[src/rtl/core/pst_pkg.sv]
// ----------------------------------------------------------------------------
// pst_pkg
// Shared types and constants for the priority schedule table: job record,
// controller states and the command/status bundles between control and data.
// ----------------------------------------------------------------------------
package pst_pkg;

  localparam int BURST_W = 16;
  localparam int PRIO_W  = 8;
  localparam int ID_W    = 5;
  localparam int TIME_W  = 20;
  localparam int AVG_W   = 28;

  localparam logic [TIME_W-1:0] TIME_MAX = '1;
  localparam logic [AVG_W-1:0]  AVG_MAX  = '1;

  localparam logic ROW_JOB = 1'b0;
  localparam logic ROW_SUM = 1'b1;

  localparam logic DIV_WAIT = 1'b0;
  localparam logic DIV_TURN = 1'b1;

  typedef struct packed {
    logic [BURST_W-1:0] burst;
    logic [PRIO_W-1:0]  prio;
    logic [ID_W-1:0]    id;
  } job_t;

  localparam int JOB_W = $bits(job_t);

  typedef enum logic [3:0] {
    S_IDLE,
    S_GO,
    S_LD_I,
    S_CMP,
    S_WR_I,
    S_ERD,
    S_EROW,
    S_DIV_W,
    S_WAIT_W,
    S_DIV_T,
    S_WAIT_T,
    S_SUM
  } state_t;

  // read address source for the table
  typedef enum logic [1:0] {
    RA_I,
    RA_I1,
    RA_J1,
    RA_K
  } rsel_t;

  typedef struct packed {
    logic  load;
    logic  run_clear;
    logic  cur_load;
    logic  cmp_step;
    logic  wr_i;
    rsel_t raddr_sel;
    logic  emit_row;
    logic  div_start;
    logic  div_sel;
    logic  emit_sum;
  } cmd_t;

  typedef struct packed {
    logic n_ge2;
    logic j_last;
    logic i_last;
    logic k_last;
    logic out_free;
    logic div_busy;
  } sts_t;

endpackage

[src/rtl/core/pst_ram.sv]
// ----------------------------------------------------------------------------
// pst_ram
// Generic simple dual-port RAM: one write port, one read port, registered read.
// ----------------------------------------------------------------------------
module pst_ram #(
  parameter int WIDTH = 8,
  parameter int DEPTH = 16
) (
  input  logic                                  clk,
  input  logic                                  we,
  input  logic [(DEPTH > 1 ? $clog2(DEPTH) : 1)-1:0] waddr,
  input  logic [WIDTH-1:0]                      wdata,
  input  logic [(DEPTH > 1 ? $clog2(DEPTH) : 1)-1:0] raddr,
  output logic [WIDTH-1:0]                      rdata
);

  logic [WIDTH-1:0] mem [DEPTH];

  always_ff @(posedge clk) begin
    if (we) begin
      mem[waddr] <= wdata;
    end
    rdata <= mem[raddr];
  end

endmodule

[src/rtl/core/pst_ctrl.sv]
// ----------------------------------------------------------------------------
// pst_ctrl
// Sequencer for load, exchange sort, row emission, averaging and summary.
// ----------------------------------------------------------------------------
module pst_ctrl
  import pst_pkg::*;
(
  input  logic clk,
  input  logic rst_n,
  input  logic in_valid,
  input  logic in_last_job,
  input  sts_t sts,
  output cmd_t cmd,
  output logic busy
);

  state_t state_r, state_nxt;

  always_ff @(posedge clk) begin
    if (!rst_n) begin
      state_r <= S_IDLE;
    end else begin
      state_r <= state_nxt;
    end
  end

  always_comb begin
    state_nxt = state_r;
    cmd       = '0;
    cmd.raddr_sel = RA_I;
    busy      = (state_r != S_IDLE);
    case (state_r)
      S_IDLE: begin
        cmd.run_clear = 1'b1;
        cmd.load      = in_valid;
        if (in_valid && in_last_job) begin
          state_nxt = S_GO;
        end
      end
      S_GO: begin
        // read of entry zero is issued here
        cmd.raddr_sel = RA_I;
        state_nxt = sts.n_ge2 ? S_LD_I : S_ERD;
      end
      S_LD_I: begin
        cmd.cur_load  = 1'b1;
        cmd.raddr_sel = RA_I1;
        state_nxt     = S_CMP;
      end
      S_CMP: begin
        cmd.cmp_step  = 1'b1;
        cmd.raddr_sel = RA_J1;
        if (sts.j_last) begin
          state_nxt = S_WR_I;
        end
      end
      S_WR_I: begin
        cmd.wr_i      = 1'b1;
        cmd.raddr_sel = RA_I1;
        state_nxt     = sts.i_last ? S_ERD : S_LD_I;
      end
      S_ERD: begin
        cmd.raddr_sel = RA_K;
        state_nxt     = S_EROW;
      end
      S_EROW: begin
        cmd.raddr_sel = RA_K;
        if (sts.out_free) begin
          cmd.emit_row = 1'b1;
          state_nxt    = sts.k_last ? S_DIV_W : S_ERD;
        end
      end
      S_DIV_W: begin
        cmd.div_start = 1'b1;
        cmd.div_sel   = DIV_WAIT;
        state_nxt     = S_WAIT_W;
      end
      S_WAIT_W: begin
        if (!sts.div_busy) begin
          state_nxt = S_DIV_T;
        end
      end
      S_DIV_T: begin
        cmd.div_start = 1'b1;
        cmd.div_sel   = DIV_TURN;
        state_nxt     = S_WAIT_T;
      end
      S_WAIT_T: begin
        if (!sts.div_busy) begin
          state_nxt = S_SUM;
        end
      end
      S_SUM: begin
        if (sts.out_free) begin
          cmd.emit_sum = 1'b1;
          state_nxt    = S_IDLE;
        end
      end
      default: begin
        state_nxt = S_IDLE;
      end
    endcase
  end

endmodule

[src/rtl/core/pst_dp.sv]
// ----------------------------------------------------------------------------
// pst_dp
// Datapath: job table, sort registers, running times, serial divider and
// the output register.
// ----------------------------------------------------------------------------
module pst_dp
  import pst_pkg::*;
#(
  parameter int MAX_PROCS = 16
) (
  input  logic               clk,
  input  logic               rst_n,
  input  cmd_t               cmd,
  output sts_t               sts,
  input  logic [BURST_W-1:0] in_burst_time,
  input  logic [PRIO_W-1:0]  in_job_priority,
  output logic               out_valid,
  input  logic               out_stall,
  output logic               out_row_kind,
  output logic [ID_W-1:0]    out_job_id,
  output logic [BURST_W-1:0] out_job_burst,
  output logic [PRIO_W-1:0]  out_job_prio,
  output logic [TIME_W-1:0]  out_wait_time,
  output logic [TIME_W-1:0]  out_turn_time,
  output logic [AVG_W-1:0]   out_avg_wait_q8,
  output logic [AVG_W-1:0]   out_avg_turn_q8,
  output logic               out_overflow,
  output logic               out_end_of_run
);

  localparam int CW  = $clog2(MAX_PROCS + 1);
  localparam int AW  = (MAX_PROCS > 1) ? $clog2(MAX_PROCS) : 1;
  localparam int TW  = BURST_W + CW;
  localparam int SW  = TW + CW;
  localparam int DW  = SW + 8;
  localparam int DCW = $clog2(DW);
  localparam int XW  = (TW > TIME_W) ? TW : TIME_W;
  localparam int QW  = (DW > AVG_W) ? DW : AVG_W;

  logic [CW-1:0] count_r;
  logic          drop_r;
  logic [AW-1:0] i_r, j_r, k_r;
  job_t          cur_r;
  logic [TW-1:0] clock_r;
  logic [SW-1:0] sum_w_r, sum_t_r;

  logic          ram_we;
  logic [AW-1:0] ram_waddr, ram_raddr;
  job_t          ram_wdata;
  logic [JOB_W-1:0] ram_rdata;
  job_t          rd_job;

  logic          full;
  logic          swap;
  logic [TW-1:0] turn_full;
  logic [XW-1:0] wait_ext, turn_ext;

  // divider
  logic            div_busy_r;
  logic            div_sel_r;
  logic [DCW-1:0]  div_cnt_r;
  logic [DW-1:0]   div_num_r;
  logic [DW-1:0]   div_quo_r;
  logic [CW-1:0]   div_rem_r;
  logic [CW:0]     rem_sh, rem_nxt;
  logic            q_bit;
  logic [DW-1:0]   q_fin;
  logic [QW-1:0]   q_ext;
  logic [AVG_W-1:0] q_sat;
  logic [AVG_W-1:0] avg_w_r, avg_t_r;

  assign rd_job = job_t'(ram_rdata);
  assign full   = (count_r == CW'(MAX_PROCS));
  assign swap   = (cur_r.prio > rd_job.prio);

  // table write port: load, swap at j, or put back the minimum at i
  always_comb begin
    ram_we    = 1'b0;
    ram_waddr = i_r;
    ram_wdata = cur_r;
    if (cmd.load) begin
      ram_we          = !full;
      ram_waddr       = count_r[AW-1:0];
      ram_wdata.burst = in_burst_time;
      ram_wdata.prio  = in_job_priority;
      ram_wdata.id    = ID_W'(count_r + CW'(1));
    end else if (cmd.cmp_step) begin
      ram_we    = swap;
      ram_waddr = j_r;
    end else if (cmd.wr_i) begin
      ram_we    = 1'b1;
      ram_waddr = i_r;
    end
  end

  always_comb begin
    case (cmd.raddr_sel)
      RA_I:    ram_raddr = i_r;
      RA_I1:   ram_raddr = i_r + AW'(1);
      RA_J1:   ram_raddr = j_r + AW'(1);
      RA_K:    ram_raddr = k_r;
      default: ram_raddr = i_r;
    endcase
  end

  pst_ram #(
    .WIDTH (JOB_W),
    .DEPTH (MAX_PROCS)
  ) u_table (
    .clk   (clk),
    .we    (ram_we),
    .waddr (ram_waddr),
    .wdata (ram_wdata),
    .raddr (ram_raddr),
    .rdata (ram_rdata)
  );

  assign turn_full = clock_r + TW'(rd_job.burst);
  assign wait_ext  = XW'(clock_r);
  assign turn_ext  = XW'(turn_full);

  // count, drop flag and sort/emit indexes
  always_ff @(posedge clk) begin
    if (!rst_n) begin
      count_r <= '0;
      drop_r  <= 1'b0;
    end else if (cmd.load) begin
      if (full) begin
        drop_r <= 1'b1;
      end else begin
        count_r <= count_r + CW'(1);
      end
    end else if (cmd.emit_sum) begin
      count_r <= '0;
      drop_r  <= 1'b0;
    end
  end

  always_ff @(posedge clk) begin
    if (cmd.run_clear) begin
      i_r     <= '0;
      j_r     <= '0;
      k_r     <= '0;
      clock_r <= '0;
      sum_w_r <= '0;
      sum_t_r <= '0;
    end else begin
      if (cmd.cur_load) begin
        cur_r <= rd_job;
        j_r   <= i_r + AW'(1);
      end
      if (cmd.cmp_step) begin
        if (swap) begin
          cur_r <= rd_job;
        end
        j_r <= j_r + AW'(1);
      end
      if (cmd.wr_i) begin
        i_r <= i_r + AW'(1);
      end
      if (cmd.emit_row) begin
        k_r     <= k_r + AW'(1);
        clock_r <= turn_full;
        sum_w_r <= sum_w_r + SW'(clock_r);
        sum_t_r <= sum_t_r + SW'(turn_full);
      end
    end
  end

  // restoring divider, one quotient bit per cycle, shared by both averages
  assign rem_sh  = {div_rem_r, div_num_r[DW-1]};
  assign q_bit   = (rem_sh >= {1'b0, count_r});
  assign rem_nxt = q_bit ? (rem_sh - {1'b0, count_r}) : rem_sh;
  assign q_fin   = {div_quo_r[DW-2:0], q_bit};
  assign q_ext   = QW'(q_fin);

  always_comb begin
    if (count_r == '0) begin
      q_sat = '0;
    end else if (q_ext > QW'(AVG_MAX)) begin
      q_sat = AVG_MAX;
    end else begin
      q_sat = q_ext[AVG_W-1:0];
    end
  end

  always_ff @(posedge clk) begin
    if (!rst_n) begin
      div_busy_r <= 1'b0;
    end else if (cmd.div_start) begin
      div_busy_r <= 1'b1;
    end else if (div_busy_r && (div_cnt_r == DCW'(DW - 1))) begin
      div_busy_r <= 1'b0;
    end
  end

  always_ff @(posedge clk) begin
    if (cmd.div_start) begin
      div_sel_r <= cmd.div_sel;
      div_cnt_r <= '0;
      div_rem_r <= '0;
      div_quo_r <= '0;
      div_num_r <= (cmd.div_sel == DIV_TURN) ? {sum_t_r, 8'b0} : {sum_w_r, 8'b0};
    end else if (div_busy_r) begin
      div_cnt_r <= div_cnt_r + DCW'(1);
      div_rem_r <= rem_nxt[CW-1:0];
      div_quo_r <= q_fin;
      div_num_r <= {div_num_r[DW-2:0], 1'b0};
      if (div_cnt_r == DCW'(DW - 1)) begin
        if (div_sel_r == DIV_TURN) begin
          avg_t_r <= q_sat;
        end else begin
          avg_w_r <= q_sat;
        end
      end
    end
  end

  // output register
  always_ff @(posedge clk) begin
    if (!rst_n) begin
      out_valid <= 1'b0;
    end else if (cmd.emit_row || cmd.emit_sum) begin
      out_valid <= 1'b1;
    end else if (!out_stall) begin
      out_valid <= 1'b0;
    end
  end

  always_ff @(posedge clk) begin
    if (cmd.emit_row) begin
      out_row_kind    <= ROW_JOB;
      out_job_id      <= rd_job.id;
      out_job_burst   <= rd_job.burst;
      out_job_prio    <= rd_job.prio;
      out_wait_time   <= (wait_ext > XW'(TIME_MAX)) ? TIME_MAX : wait_ext[TIME_W-1:0];
      out_turn_time   <= (turn_ext > XW'(TIME_MAX)) ? TIME_MAX : turn_ext[TIME_W-1:0];
      out_avg_wait_q8 <= '0;
      out_avg_turn_q8 <= '0;
      out_overflow    <= 1'b0;
      out_end_of_run  <= 1'b0;
    end else if (cmd.emit_sum) begin
      out_row_kind    <= ROW_SUM;
      out_job_id      <= '0;
      out_job_burst   <= '0;
      out_job_prio    <= '0;
      out_wait_time   <= '0;
      out_turn_time   <= '0;
      out_avg_wait_q8 <= avg_w_r;
      out_avg_turn_q8 <= avg_t_r;
      out_overflow    <= drop_r;
      out_end_of_run  <= 1'b1;
    end
  end

  always_comb begin
    sts.n_ge2    = (count_r > CW'(1));
    sts.j_last   = ((CW'(j_r) + CW'(1)) == count_r);
    sts.i_last   = ((CW'(i_r) + CW'(2)) >= count_r);
    sts.k_last   = ((CW'(k_r) + CW'(1)) == count_r);
    sts.out_free = !out_valid || !out_stall;
    sts.div_busy = div_busy_r;
  end

endmodule

[src/rtl/core/priority_schedule_table_top.sv]
// Sequence: each load writes one job; after the last item the block sorts the
// table in place, emits one row per job (an emit waits while the output is
// stalled), and runs two serial divisions, one for each average time.
// Throughput: one item per cycle while loading; no input is taken from the
// last item until the summary row is in the output register (sort in place).
// Reset: synchronous, active low; clears job count, drop flag, state, valid.
// ----------------------------------------------------------------------------
// priority_schedule_table_top
// Non-preemptive priority schedule: loads jobs, sorts by priority and emits
// one row per job followed by a summary with Q8 average times.
// ----------------------------------------------------------------------------
module priority_schedule_table_top
  import pst_pkg::*;
#(
  parameter int MAX_PROCS = 16
) (
  input  logic               clk,
  input  logic               rst_n,
  input  logic               in_valid,
  output logic               in_stall,
  input  logic [BURST_W-1:0] in_burst_time,
  input  logic [PRIO_W-1:0]  in_job_priority,
  input  logic               in_last_job,
  output logic               out_valid,
  input  logic               out_stall,
  output logic               out_row_kind,
  output logic [ID_W-1:0]    out_job_id,
  output logic [BURST_W-1:0] out_job_burst,
  output logic [PRIO_W-1:0]  out_job_prio,
  output logic [TIME_W-1:0]  out_wait_time,
  output logic [TIME_W-1:0]  out_turn_time,
  output logic [AVG_W-1:0]   out_avg_wait_q8,
  output logic [AVG_W-1:0]   out_avg_turn_q8,
  output logic               out_overflow,
  output logic               out_end_of_run
);

  cmd_t cmd;
  sts_t sts;

  pst_ctrl u_ctrl (
    .clk         (clk),
    .rst_n       (rst_n),
    .in_valid    (in_valid),
    .in_last_job (in_last_job),
    .sts         (sts),
    .cmd         (cmd),
    .busy        (in_stall)
  );

  pst_dp #(
    .MAX_PROCS (MAX_PROCS)
  ) u_dp (
    .clk             (clk),
    .rst_n           (rst_n),
    .cmd             (cmd),
    .sts             (sts),
    .in_burst_time   (in_burst_time),
    .in_job_priority (in_job_priority),
    .out_valid       (out_valid),
    .out_stall       (out_stall),
    .out_row_kind    (out_row_kind),
    .out_job_id      (out_job_id),
    .out_job_burst   (out_job_burst),
    .out_job_prio    (out_job_prio),
    .out_wait_time   (out_wait_time),
    .out_turn_time   (out_turn_time),
    .out_avg_wait_q8 (out_avg_wait_q8),
    .out_avg_turn_q8 (out_avg_turn_q8),
    .out_overflow    (out_overflow),
    .out_end_of_run  (out_end_of_run)
  );

`ifndef SYNTH
  // last beat hands control to the scheduler
  a_last_stalls: assert property (@(posedge clk) disable iff (!rst_n)
    in_valid && !in_stall && in_last_job |=> in_stall)
    else $error("input not stalled after last job");

  a_sum_row: assert property (@(posedge clk) disable iff (!rst_n)
    out_valid && (out_row_kind == ROW_SUM) |-> out_end_of_run && (out_job_id == '0))
    else $error("summary row malformed");

  a_turn_ge_wait: assert property (@(posedge clk) disable iff (!rst_n)
    out_valid && (out_row_kind == ROW_JOB) |-> (out_turn_time >= out_wait_time)
      && !out_end_of_run)
    else $error("job row times inconsistent");
`endif

endmodule
[config.mk]
export PLATFORM = sky130hd
export DESIGN_NAME = priority_schedule_table_top
export DESIGN_NICKNAME = d
export VERILOG_FILES = /design/src/rtl/core/pst_pkg.sv /design/src/rtl/core/pst_ram.sv /design/src/rtl/core/pst_ctrl.sv /design/src/rtl/core/pst_dp.sv /design/src/rtl/core/priority_schedule_table_top.sv
export SDC_FILE = /design/constraint.sdc
export NUM_CORES = 1
export LEC_CHECK = 0
export BUFFER_PORTS_ARGS = -buffer_cell sky130_fd_sc_hd__buf_2
export CELL_PAD_IN_SITES_DETAIL_PLACEMENT = 1
export CELL_PAD_IN_SITES_GLOBAL_PLACEMENT = 1
export CORE_MARGIN = 4
export CORE_UTILIZATION = 23
export CTS_CLUSTER_DIAMETER = 30
export CTS_CLUSTER_SIZE = 10
export DETAILED_ROUTE_END_ITERATION = 8
export HOLD_SLACK_MARGIN = 0.06
export PLACE_DENSITY_LB_ADDON = 0.25
export REMOVE_ABC_BUFFERS = 1
export SYNTH_ARGS = -nofsm -noshare
export SYNTH_HDL_FRONTEND = slang
export SYNTH_HIERARCHICAL = 1
export SYNTH_SLANG_ARGS = --single-unit
[constraint.sdc]
create_clock -name clk -period 5.9 [get_ports clk]
set_input_delay 1.18 -clock clk [delete_from_list [all_inputs] [get_ports clk]]
set_output_delay 1.18 -clock clk [all_outputs]
set_load 0.01 [all_outputs]
==> flow_metrics.py <==
metrics = {
    "timing": {
        "finalMaxSlewViolations": 0,
        "worst_slew_pin_slew_ns": 1.15,
        "slew_headroom_pct": 23.2,
        "finalClockSkew_ns": 0.0739,
        "report.final.setup_viol": 0,
        "max_freq_mhz": 215,
        "finalCritPeriodShare_pct": 78.8,
        "hold_ws_ns": 0.476,
        "period_minus_slack_ns": 4.65,
        "rsz0062_at_grt": "no",
        "hold_viol": 0,
    },
    "clock_network": {
        "tritoncts": "done",
        "root_buffer": "clkbuf_16",
        "htreeDepth": 4,
        "cts_setup_buffers": 0,
        "cts_inserted_buffers": 220,
        "clk_pin_slew_ns": 0.05,
        "cts_resized": 0,
        "cts.hold.buffers_added": 0,
        "max-clock-path-buffers": 3,
        "clk_latency_ns": 0.81,
        "cts_sinks": 873,
    },
    "power": {
        "finalPower_w": 0.0267,
        "comb_power_share_pct": 21.6,
        "p_per_area_nw_per_um2": 547,
        "p_seq_share_pct": 30.8,
        "ir_worst_vdd_uv": 345,
        "p_sw_w": 0.00766,
        "p_sw_share_pct": 28.7,
        "intPower_w": 0.0190,
        "p_clk_share_pct": 47.6,
        "leakagePower_nw": 17.4,
    },
    "finish": {
        "fillers": 17100,
        "stdcell_area_um2": 48800,
        "drive_above_1_share_pct": 26.9,
        "multiInputGateArea_um2": 12600,
        "final_cells": 5258,
        "utilization_pct": 30.4,
        "area_delta_synth_final_pct": 31.2,
        "seqCellArea_um2": 23900,
        "finish.net_count": 3018,
    },
    "synth": {
        "yosysTopAreaCell": "edfxtp_1",
        "synthTopCellsByCount": "645 x edfxtp_1, 301 x nor2_1, 228 x dfxtp_1, 151 x mux2i_1, 111 x mux4_2",
        "netlist_area_um2": 37200,
        "synth_cell_types": 90,
        "ys_dominant_reg_cell": "edfxtp_1",
        "async_flop_share_pct": 0,
        "yosysMostFrequentCell": "edfxtp_1",
        "yosys-top-cells-area": "edfxtp_1 52%, dfxtp_1 12%, mux4_2 6.7%",
        "syn_inst": 2604,
        "yosys_register_bits": 873,
        "syn_area_per_cell_um2": 14.3,
        "ys_seq_area_share_pct": 64.3,
        "netlist.area_leader.share_pct": 52.0,
        "yosysWarnings": 6,
        "synth-edff-count": 645,
    },
    "placed_design": {
        "placed_area_um2": 40800,
        "hpwlAfterDp_um": 70300,
        "dp.cells": 4837,
        "gp_congestion": 0.738,
        "port-buffer-count": 158,
    },
    "route": {
        "wl_per_cell_um": 20.9,
        "wirelength_um": 110000,
        "drtIter0Drc": 1253,
        "num_vias": 23000,
        "via_per_inst": 4.38,
        "drc": 0,
        "first_pass_iters": 7,
        "ant_nets": 0,
    },
    "setup_path": {
        "arrival_ns": 5.30,
        "crit_required_ns": 6.55,
        "crit_path_end_kind": "register",
        "worst_setup_path_start_kind": "register",
        "crit_fanout": 6,
        "worstSetupPathType": "reg -> reg",
    },
    "outcome": {
        "status": "complete, no violations",
    },
    "hold_path": {
        "min_path_type": "reg -> reg",
    },
    "global_routing": {
        "grt.total_usage_pct": 12.9,
        "use_met3_pct": 3.04,
        "antenna_found_initial": 8,
        "grt.overflow.total": 0,
        "grt_busiest_layer": "met2",
        "grt_pass1_wl_um": 164000,
        "grt_pass1_vias": 24700,
        "use_met2_pct": 20.4,
        "grt.met1_usage_pct": 17.5,
        "grt_max_degree": 69,
    },
    "floorplanning": {
        "die_w_um": 410,
        "core_um2": 161000,
        "rows": 147,
        "io_pins": 159,
        "die_y_um": 410,
        "initial_core_util_pct": 23.2,
        "dieArea_um2": 168000,
    },
    "flow_run": {
        "cap_viol_max_count": 0,
    },
}
layer usage:
metal / wire, µm / part of all wire [%] / vias to the layer above
met3: 5500 / 5.0 / 165
met1: 51400 / 47 / 11800
li1: - / - / 10600
met2: 50500 / 46 / 480
met5: 13 / 0.012 / -
met4: 2370 / 2.2 / 2
critical path, cell delays in order (launching register included):
cell and delay [ns]:
dfxtp_1 0.37, ha_1 0.23, inv_1 0.07, fa_1 0.40, nand2b_1 0.20, a21oi_2 0.22
o2111ai_2 0.21, a31oi_4 0.33, a211oi_1 0.12, nor3_1 0.41, inv_1 0.09, ha_1 0.41
nand4_1 0.12, o31ai_1 0.56, o2111ai_1 0.22, a21boi_1 0.19, mux2_2 0.34
path summary, 6_finish.rpt:
path	startpoint	end	slack (ns)	depth (start not counted)
setup reg to reg	u_dp/clock_r[0]	u_dp/sum_t_r[23]	1.25	16
hold / removal	u_dp/avg_t_r[9]	u_dp/out_avg_turn_q8[9]	0.48	2
hold reg to reg	u_dp/avg_t_r[9]	u_dp/out_avg_turn_q8[9]	0.48	2
setup / recovery	u_dp/clock_r[0]	u_dp/sum_t_r[23]	1.25	16
final cells by class:
class,instances,share of cell area (%)
Sequential cell,873,49.0
Clock inverter,143,4.09
Tap cell,2160,5.54
Multi-Input combinational cell,1528,25.8
Inverter,58,0.451
Timing Repair Buffer,218,2.75
Clock buffer,275,12.3
Antenna cell,3,0.0154
power by group through the flow:
stage / clock network, W / logic [W] / registers (W)
finish: 0.0127 / 0.00576 / 0.00822
global route: 0.0134 / 0.00638 / 0.00828
CTS: 0.0130 / 0.00596 / 0.00823
detailed placement: 0 / 0.00593 / 0.00834
global placement: 0 / 0.00590 / 0.00832
floorplan: 0 / 0.00325 / 0.00812
placed cells by master, fill, tap and decap left out, types with 23 or more instances in the layout:
master	count
clkbuf_8	24
mux2_2	60
and2_1	29
mux2i_1	151
o21a_1	55
edfxtp_1	645
clkbuf_16	223
dfxtp_1	227
nand2_1	100
mux4_2	110
a22oi_1	60
bufinv_16	38
nor2_1	283
clkinv_2	39
a21o_1	23
inv_1	55
xor2_1	32
xnor2_1	37
buf_4	52
a211oi_1	28
o21ai_0	60
a21oi_1	110
clkbuf_1	28
ha_1	86
buf_2	158
logic make-up after synthesis:
family	Yosys count	share of synthesized area (%)
and+or+nand+nor	590	7.30
muxes	331	13.1
AOI/OAI and AO/OA	448	8.18
DFF	873	64.3
adders and majority gates	90	3.11
xor gates and xnor gates	69	1.62
buffers and inverters	203	2.37
through the flow:
stage               setup slack (ns)  setup TNS, ns
floorplan                     -12.11        -778.24
global route                   0.767              0
global placement                1.28              0
finish                          1.25              0
detailed placement              1.19              0
CTS                             1.17              0
state kept, by name, indices dropped and copies added (netlist names), 4 cells and up:
| signal | count |
|---|---|
| u_dp/avg_t_r | 28 |
| u_dp/div_quo_r | 33 |
| u_dp/clock_r | 21 |
| u_dp/sum_t_r | 26 |
| u_dp/k_r | 4 |
| u_dp/out_job_burst | 16 |
| u_dp/cur_r | 29 |
| u_dp/out_avg_turn_q8 | 28 |
| u_dp/out_job_prio | 8 |
| u_dp/u_table/rdata | 29 |
| u_dp/out_avg_wait_q8 | 28 |
| u_dp/out_job_id | 5 |
| u_dp/u_table/mem | 464 |
| u_dp/j_r | 4 |
| u_dp/out_turn_time | 20 |
| u_dp/out_wait_time | 20 |
| u_dp/div_rem_r | 5 |
| u_ctrl/state_r | 4 |
| u_dp/count_r | 5 |
| u_dp/avg_w_r | 28 |
| u_dp/div_cnt_r | 6 |
| u_dp/i_r | 4 |
| u_dp/sum_w_r | 26 |
| u_dp/div_num_r | 26 |
No activity file was read; power rests on OpenSTA's default activity.
